==> config.mk <==
export PLATFORM = sky130hd
export DESIGN_NAME = pli_cell
export DESIGN_NICKNAME = d
export VERILOG_FILES = /design/src/hdl/pli_pkg.sv /design/src/hdl/pli_cell.sv
export SDC_FILE = /design/constraint.sdc
export NUM_CORES = 1
export LEC_CHECK = 0
export ABC_AREA = 1
export BUFFER_PORTS_ARGS = -buffer_cell sky130_fd_sc_hd__buf_4
export CORE_AREA = 5 5 92 94
export DETAILED_ROUTE_END_ITERATION = 8
export DIE_AREA = 0 0 97 99
export GPL_TIMING_DRIVEN = 0
export PLACE_DENSITY = 0.71
export SLEW_MARGIN = 20
export SYNTH_ARGS = -nofsm -noshare
export SYNTH_HDL_FRONTEND = slang
export SYNTH_SLANG_ARGS = --single-unit
export TNS_END_PERCENT = 10
==> constraint.sdc <==
create_clock -name clk -period 7.7 [get_ports clk]
set_clock_uncertainty 0.1 [all_clocks]
set_input_delay 1.54 -clock clk [delete_from_list [all_inputs] [get_ports clk]]
set_output_delay 1.54 -clock clk [all_outputs]
set_load 0.01 [all_outputs]
==> src/hdl/pli_pkg.sv <==
// shared types, constants and elaboration helpers for the positional list
`timescale 1ns / 1ps
package pli_pkg;

  localparam int DEPTH_DEF      = 64;
  localparam int DATA_WIDTH_DEF = 32;
  localparam int POS_W          = 7;
  localparam int WORD_W         = 32;
  localparam int CNT_OUT_W      = 7;
  localparam int FAN_IN         = 8;

  typedef enum logic {
    REQ_INSERT = 1'b0,
    REQ_DELETE = 1'b1
  } req_kind_t;

  typedef enum logic [1:0] {
    STAT_DONE    = 2'd0,
    STAT_BAD_POS = 2'd1,
    STAT_FULL    = 2'd2
  } status_t;

  typedef enum logic [1:0] {
    S_IDLE,
    S_WAIT,
    S_HOLD
  } ctl_state_t;

  typedef struct packed {
    req_kind_t                 req_type;
    logic [POS_W-1:0]          position;
    logic signed [WORD_W-1:0]  value;
  } req_item_t;

  typedef struct packed {
    status_t                   status;
    logic signed [WORD_W-1:0]  removed_value;
    logic [CNT_OUT_W-1:0]      entries_held;
  } rsp_item_t;

  // broadcast to every cell; ins and del are only set for accepted requests
  typedef struct packed {
    logic             load;
    logic             ins;
    logic             del;
    logic [POS_W-1:0] pos;
  } cell_cmd_t;

  // number of registered 8-way levels needed to reduce n leaves to one
  function automatic int tree_levels(input int n);
    int lv;
    int span;
    lv   = 0;
    span = 1;
    while (span < n) begin
      span = span * FAN_IN;
      lv   = lv + 1;
    end
    return lv;
  endfunction

  // node count at level lv of the reduction tree over n leaves
  function automatic int nodes_at(input int n, input int lv);
    int cnt;
    cnt = n;
    for (int i = 0; i < lv; i++) begin
      cnt = (cnt + FAN_IN - 1) / FAN_IN;
    end
    return cnt;
  endfunction

endpackage

==> src/hdl/pli_cell.sv <==
// one list slot: holds a word, shifts from either neighbor, taps out on delete
`timescale 1ns / 1ps
module pli_cell import pli_pkg::*; #(
  parameter int DATA_WIDTH = DATA_WIDTH_DEF,
  parameter int IDX_W      = POS_W,
  parameter int IDX        = 0
) (
  input  logic                  clk,
  input  cell_cmd_t             cmd,
  input  logic [DATA_WIDTH-1:0] value,
  input  logic [DATA_WIDTH-1:0] left,
  input  logic [DATA_WIDTH-1:0] right,
  output logic [DATA_WIDTH-1:0] word,
  output logic [DATA_WIDTH-1:0] tap
);

  localparam logic [IDX_W-1:0] ME      = IDX_W'(IDX);
  localparam logic [IDX_W-1:0] ME_NEXT = IDX_W'(IDX + 1);

  logic [IDX_W-1:0] pos_x;

  assign pos_x = IDX_W'(cmd.pos);

  always_ff @(posedge clk) begin
    if (cmd.ins) begin
      if (ME > pos_x) begin
        word <= left;
      end else if (ME == pos_x) begin
        word <= value;
      end
    end else if (cmd.del) begin
      // element pos-1 and everything above it pull from the right
      if (ME_NEXT >= pos_x) begin
        word <= right;
      end
    end
  end

  always_ff @(posedge clk) begin
    if (cmd.load) begin
      tap <= (cmd.del && ME_NEXT == pos_x) ? word : '0;
    end
  end

endmodule

# Word level (Yosys, flattened, before mapping)
# Index checks and enable logic that the tools add are counted.
dict set report classes {
  order_cmp 2
  eq_ne 2
  muxes 5
  reduce_logical 5
}
# cell count
set op_table {}
lappend op_table {{$mux W32} 5}
lappend op_table {{$eq A1 B7 Y1 const A} 1}
lappend op_table {{$ge A1 B7 Y1 const A} 1}
lappend op_table {{$gt A1 B7 Y1 const A} 1}
lappend op_table {{$logic_not A7 Y1} 1}
lappend op_table {{$reduce_bool A2 Y1} 2}
lappend op_table {{$ne A3 B1 Y1 const B} 1}
lappend op_table {{$reduce_and A3 Y1} 1}
lappend op_table {{$logic_and A1 B1 Y1} 1}
dict set report totals {
  ff_bits 64
  in_bits 107
  out_inout_bits 64
  wordCells 16
}

# Longest topological paths before layout
dict set report depth {
  ltp_word 4
  ltp_mapped 5
  mapped_depth_nobuf 4
}

# Worst setup path before layout
# No wires, ideal clock.
dict set report synth_timing {
  kind {input-to-reg}
  start {input cmd[8] (netlist name)}
  end {register word[0] (enable)}
  setup_ns 0.432
  t_arrival_ns 3.543
  required_time_ns 7.168
  path_slack_ns 3.625
  stages 4
  n_path_buf 1
  cell_sequence {buf_2 inv_2 or2_1 a21oi_1}
}
dict set report synth_via {
  elab_chain_len 2
  word_cells_on_any_way 4
  cone_classes {eq/ne: 1; reduce/logical: 3}
}
# element line
set synth_rtl {}
lappend synth_rtl {{start: declaration} pli_cell.sv:9} ;# input cell_cmd_t cmd,
lappend synth_rtl {{$ne A3 B1 Y1 (no line) / $reduce_bool A2 Y1 (equally long branches)} -}
lappend synth_rtl {{$reduce_and A3 Y1 (no line) *} -}
lappend synth_rtl {{end signal: assignment} pli_cell.sv:27} ;# word <= left;
lappend synth_rtl {{end signal: assignment} pli_cell.sv:29} ;# word <= value;
lappend synth_rtl {{end signal: assignment} pli_cell.sv:34} ;# word <= right;
lappend synth_rtl {{end: declaration} pli_cell.sv:13} ;# output logic [DATA_WIDTH-1:0] word,
# Every way passes the cells marked *; elsewhere a longest branch is shown, timed or not.
# A chain may end at the register's enable or synchronous reset.

# Worst setup path in the final report
dict set report layout_timing {
  start {input cmd[8] (netlist name)}
  end {register word[9] (enable)}
}
# Same word-level chain as after synthesis.

==> impl_metrics.sql <==
INSERT INTO impl_metrics (metric_group, metric, value, unit) VALUES
('run_status', 'outcome', 'finished clean', ''),
('logic_synthesis', 'ys_seq_area_share', '70.3', '%'),
('clock_network', 'number_of_buffers_added_for_setup_after_cts', '0', ''),
('grt', 'grt_overflow', '0', ''),
('floorplanning', 'num_rows', '32', ''),
('final_layout', 'nets_final', '501', ''),
('grt', 'grt_antenna_before_repair', '0', ''),
('floorplanning', 'initial_core_util', '36.1', '%'),
('clock_network', 'cts.root.buffer_cell', 'sky130_fd_sc_hd__clkbuf_8', ''),
('route', 'drt_iter0_markers', '48', ''),
('grt', 'pin_count_of_the_biggest_net_entering_global_routing', '33', ''),
('sta', 'setup_viol', '0', ''),
('floorplanning', 'core', '7570', 'um2'),
('route', 'route.detailed.drc', '0', ''),
('power', 'leakagePower', '0.00201', 'uW'),
('final_layout', 'seqCellArea', '1920', 'um2'),
('worst_hold_path', 'timing.hold.worst_path_depth', '2', ''),
('route', 'drt_first_pass_iters', '4', ''),
('route', 'vias', '2077', ''),
('route', 'route.detailed.wl_per_inst', '13.3', 'um'),
('power', 'max-vdd-ir-drop', '0.0810', 'mV'),
('clock_network', 'ctsLongestPathBuffers', '2', ''),
('final_layout', 'post_route_cells_drive_above_1_share', '48.1', '%'),
('sta', 'slew_violations', '0', ''),
('logic_synthesis', 'synth.avg_cell_area', '11.2', 'um2'),
('sta', 'setup-tns-final', '0', 'ps'),
('route', 'drt_wl_total', '6650', 'um'),
('logic_synthesis', 'synth_seq_cells', '64', ''),
('sta', 'final.period_utilization', '36.2', '%'),
('grt', 'grtUsageTotal', '13.9', '%'),
('power', 'power_dens_cells', '184', 'nW/um2'),
('worst_setup_path', 'cp.required', '7630', 'ps'),
('logic_synthesis', 'synthesis.instances', '245', ''),
('sta', 'hold_viol', '0', ''),
('sta', 'tightest_slew', '480', 'ps'),
('final_layout', 'antenna_cells', '0', ''),
('grt', 'first_global_vias', '2102', ''),
('floorplanning', 'die_height', '99', 'um'),
('floorplanning', 'pin_count', '171', ''),
('clock_network', 'clock_insertion_delay_worst_skew', '330', 'ps'),
('power', 'p_total', '763', 'uW'),
('clock_network', 'post_cts_resize_count', '0', ''),
('worst_setup_path', 'worst-endpoint-arrival', '2720', 'ps'),
('sta', 'grt_setup_unrepaired', 'false', ''),
('clock_network', 'post_cts_hold_buffer_count', '0', ''),
('sta', 'final.min_clock_period', '2790', 'ps'),
('worst_setup_path', 'setup.worst_path.class', 'primary input to register', ''),
('logic_synthesis', 'synth_fp_nets', '352', ''),
('run', 'drv.max_cap_violation_count', '0', ''),
('clock_network', 'clock_sink_count', '64', ''),
('clock_network', 'cts_tree', 'yes', ''),
('final_layout', 'multi_input_comb_area', '629', 'um2'),
('placed_design', 'place.port_buffers', '137', ''),
('final_layout', 'flow.area_growth_from_synthesis', '51.5', '%'),
('worst_setup_path', 'depth_of_the_worst_register_to_register_path', '2', ''),
('route', 'route.detailed.vias_per_inst', '4.15', ''),
('route', 'ant_nets', '0', ''),
('placed_design', 'dp.final_hpwl', '5340', 'um'),
('clock_network', 'htree_num_levels', '3', ''),
('worst_setup_path', 'critical_path_peak_fanout', '22', ''),
('sta', 'clock.fmax', '0.359', 'GHz'),
('grt', 'grt_use_met3', '4.10', '%'),
('final_layout', 'fillCellCount', '672', ''),
('grt', 'global_route.peak_usage_layer', 'met2', ''),
('clock_network', 'cts_buffers', '9', ''),
('grt', 'grt_pass1_wl', '10500', 'um'),
('grt', 'grt_util_met2', '24.3', '%'),
('logic_synthesis', 'ys.warnings.count', '0', ''),
('floorplanning', 'horiz_die_dim', '97', 'um'),
('clock_network', 'worst_setup_hold_path_clk_slew', '70', 'ps'),
('sta', 'max_slew_margin', '68.0', '%'),
('logic_synthesis', 'synth.lib_cells_used.distinct', '14', ''),
('worst_setup_path', 'setup.worst_path.end_class', 'register', ''),
('worst_hold_path', 'worst_hold_path_type', 'register to register', ''),
('logic_synthesis', 'post_synth_instance_area', '2730', 'um2'),
('placed_design', 'gp_congestion', '0.761', ''),
('worst_setup_path', 'setup.worst_path.start_class', 'primary input', ''),
('grt', 'met1_usage', '16.0', '%'),
('floorplanning', 'die_area', '9600', 'um2');
## area by class of cell
type	count	area share (%)
sequential	64	46.4
timing repair buffer	138	25.5
inverter	34	3.08
multi-input combinational	137	15.2
clock inverter	6	2.03
clock buffer	10	3.08
tap	102	3.08
buffer	10	1.57
## critical path: stages
cell	delay, ps
sky130_fd_sc_hd__buf_2	170
sky130_fd_sc_hd__inv_2	100
sky130_fd_sc_hd__or2_1	260
sky130_fd_sc_hd__a21oi_4	410
sky130_fd_sc_hd__buf_16	230
## stage by stage
stage | instance area [um2] | setup WS (ps) | utilization (%) | hold WS, ps | std cells
floorplan | 2730 | 3630 | - | 515 | 245
global placement | 3890 | 2800 | 51.4 | 464 | 484
detailed placement | 3930 | 4560 | 51.9 | 469 | 485
CTS | 4140 | 4910 | 54.7 | 485 | 501
global route | 4140 | 4870 | 54.7 | 506 | 501
finish | 4140 | 4910 | 54.7 | 486 | 501
## state kept, by name, summed over array words and instances, names as in the netlist
| signal | cells |
|---|---|
| word | 32 |
| tap | 32 |
## cell usage after synthesis
library cell,instances,area (um2)
sky130_fd_sc_hd__nand2_1,98,368
sky130_fd_sc_hd__nor2_2,27,169
sky130_fd_sc_hd__clkbuf_1,3,11.3
sky130_fd_sc_hd__nor2_1,5,18.8
sky130_fd_sc_hd__inv_1,33,124
sky130_fd_sc_hd__edfxtp_1,64,1920
sky130_fd_sc_hd__buf_6,3,33.8
sky130_fd_sc_hd__or2_1,1,6.26
sky130_fd_sc_hd__inv_2,1,3.75
sky130_fd_sc_hd__nor2_4,3,33.8
sky130_fd_sc_hd__a21oi_1,1,5.00
sky130_fd_sc_hd__nand3_1,1,5.00
sky130_fd_sc_hd__nand4_2,1,12.5
sky130_fd_sc_hd__buf_2,4,20.0
## per-layer routing
metal	share of wire [%]	wire [um]
met1	39	2590
met2	53	3530
met3	6.3	419
met4	1.7	110
met5	0	0
## cell usage in the layout, fill, tap and decap left out, drive strengths merged
cell type	instances
nor2	35
bufinv	2
inv	34
or2	1
a21oi	1
clkbuf	13
clkinvlp	2
nand2	98
nand4	1
clkinv	2
nand3	1
buf	145
edfxtp	64
## path summary, 6_finish.rpt
check / from / end / slack, ps
worst max-delay path: cmd[8] / word[9] / 4910
worst min-delay path: word[15] / tap[15] / 490
worst max register to register: word[2] / tap[2] / 6800
worst min register to register: word[15] / tap[15] / 490
## report_power, final
part           leakage (uW)  switching [uW]  internal, uW
logic               0.00129            29.2          37.4
clock network     0.0000999             124           181
registers          0.000622            1.83           390
total               0.00201             155           608
## logic make-up after synthesis
| logic type | Yosys count | share of synthesized area [%] |
|---|---|---|
| buf+inv | 44 | 7.05 |
| flops | 64 | 70.3 |
| compound gates | 1 | 0.183 |
| simple gates | 136 | 22.4 |
(Power assumes the default switching activity.)
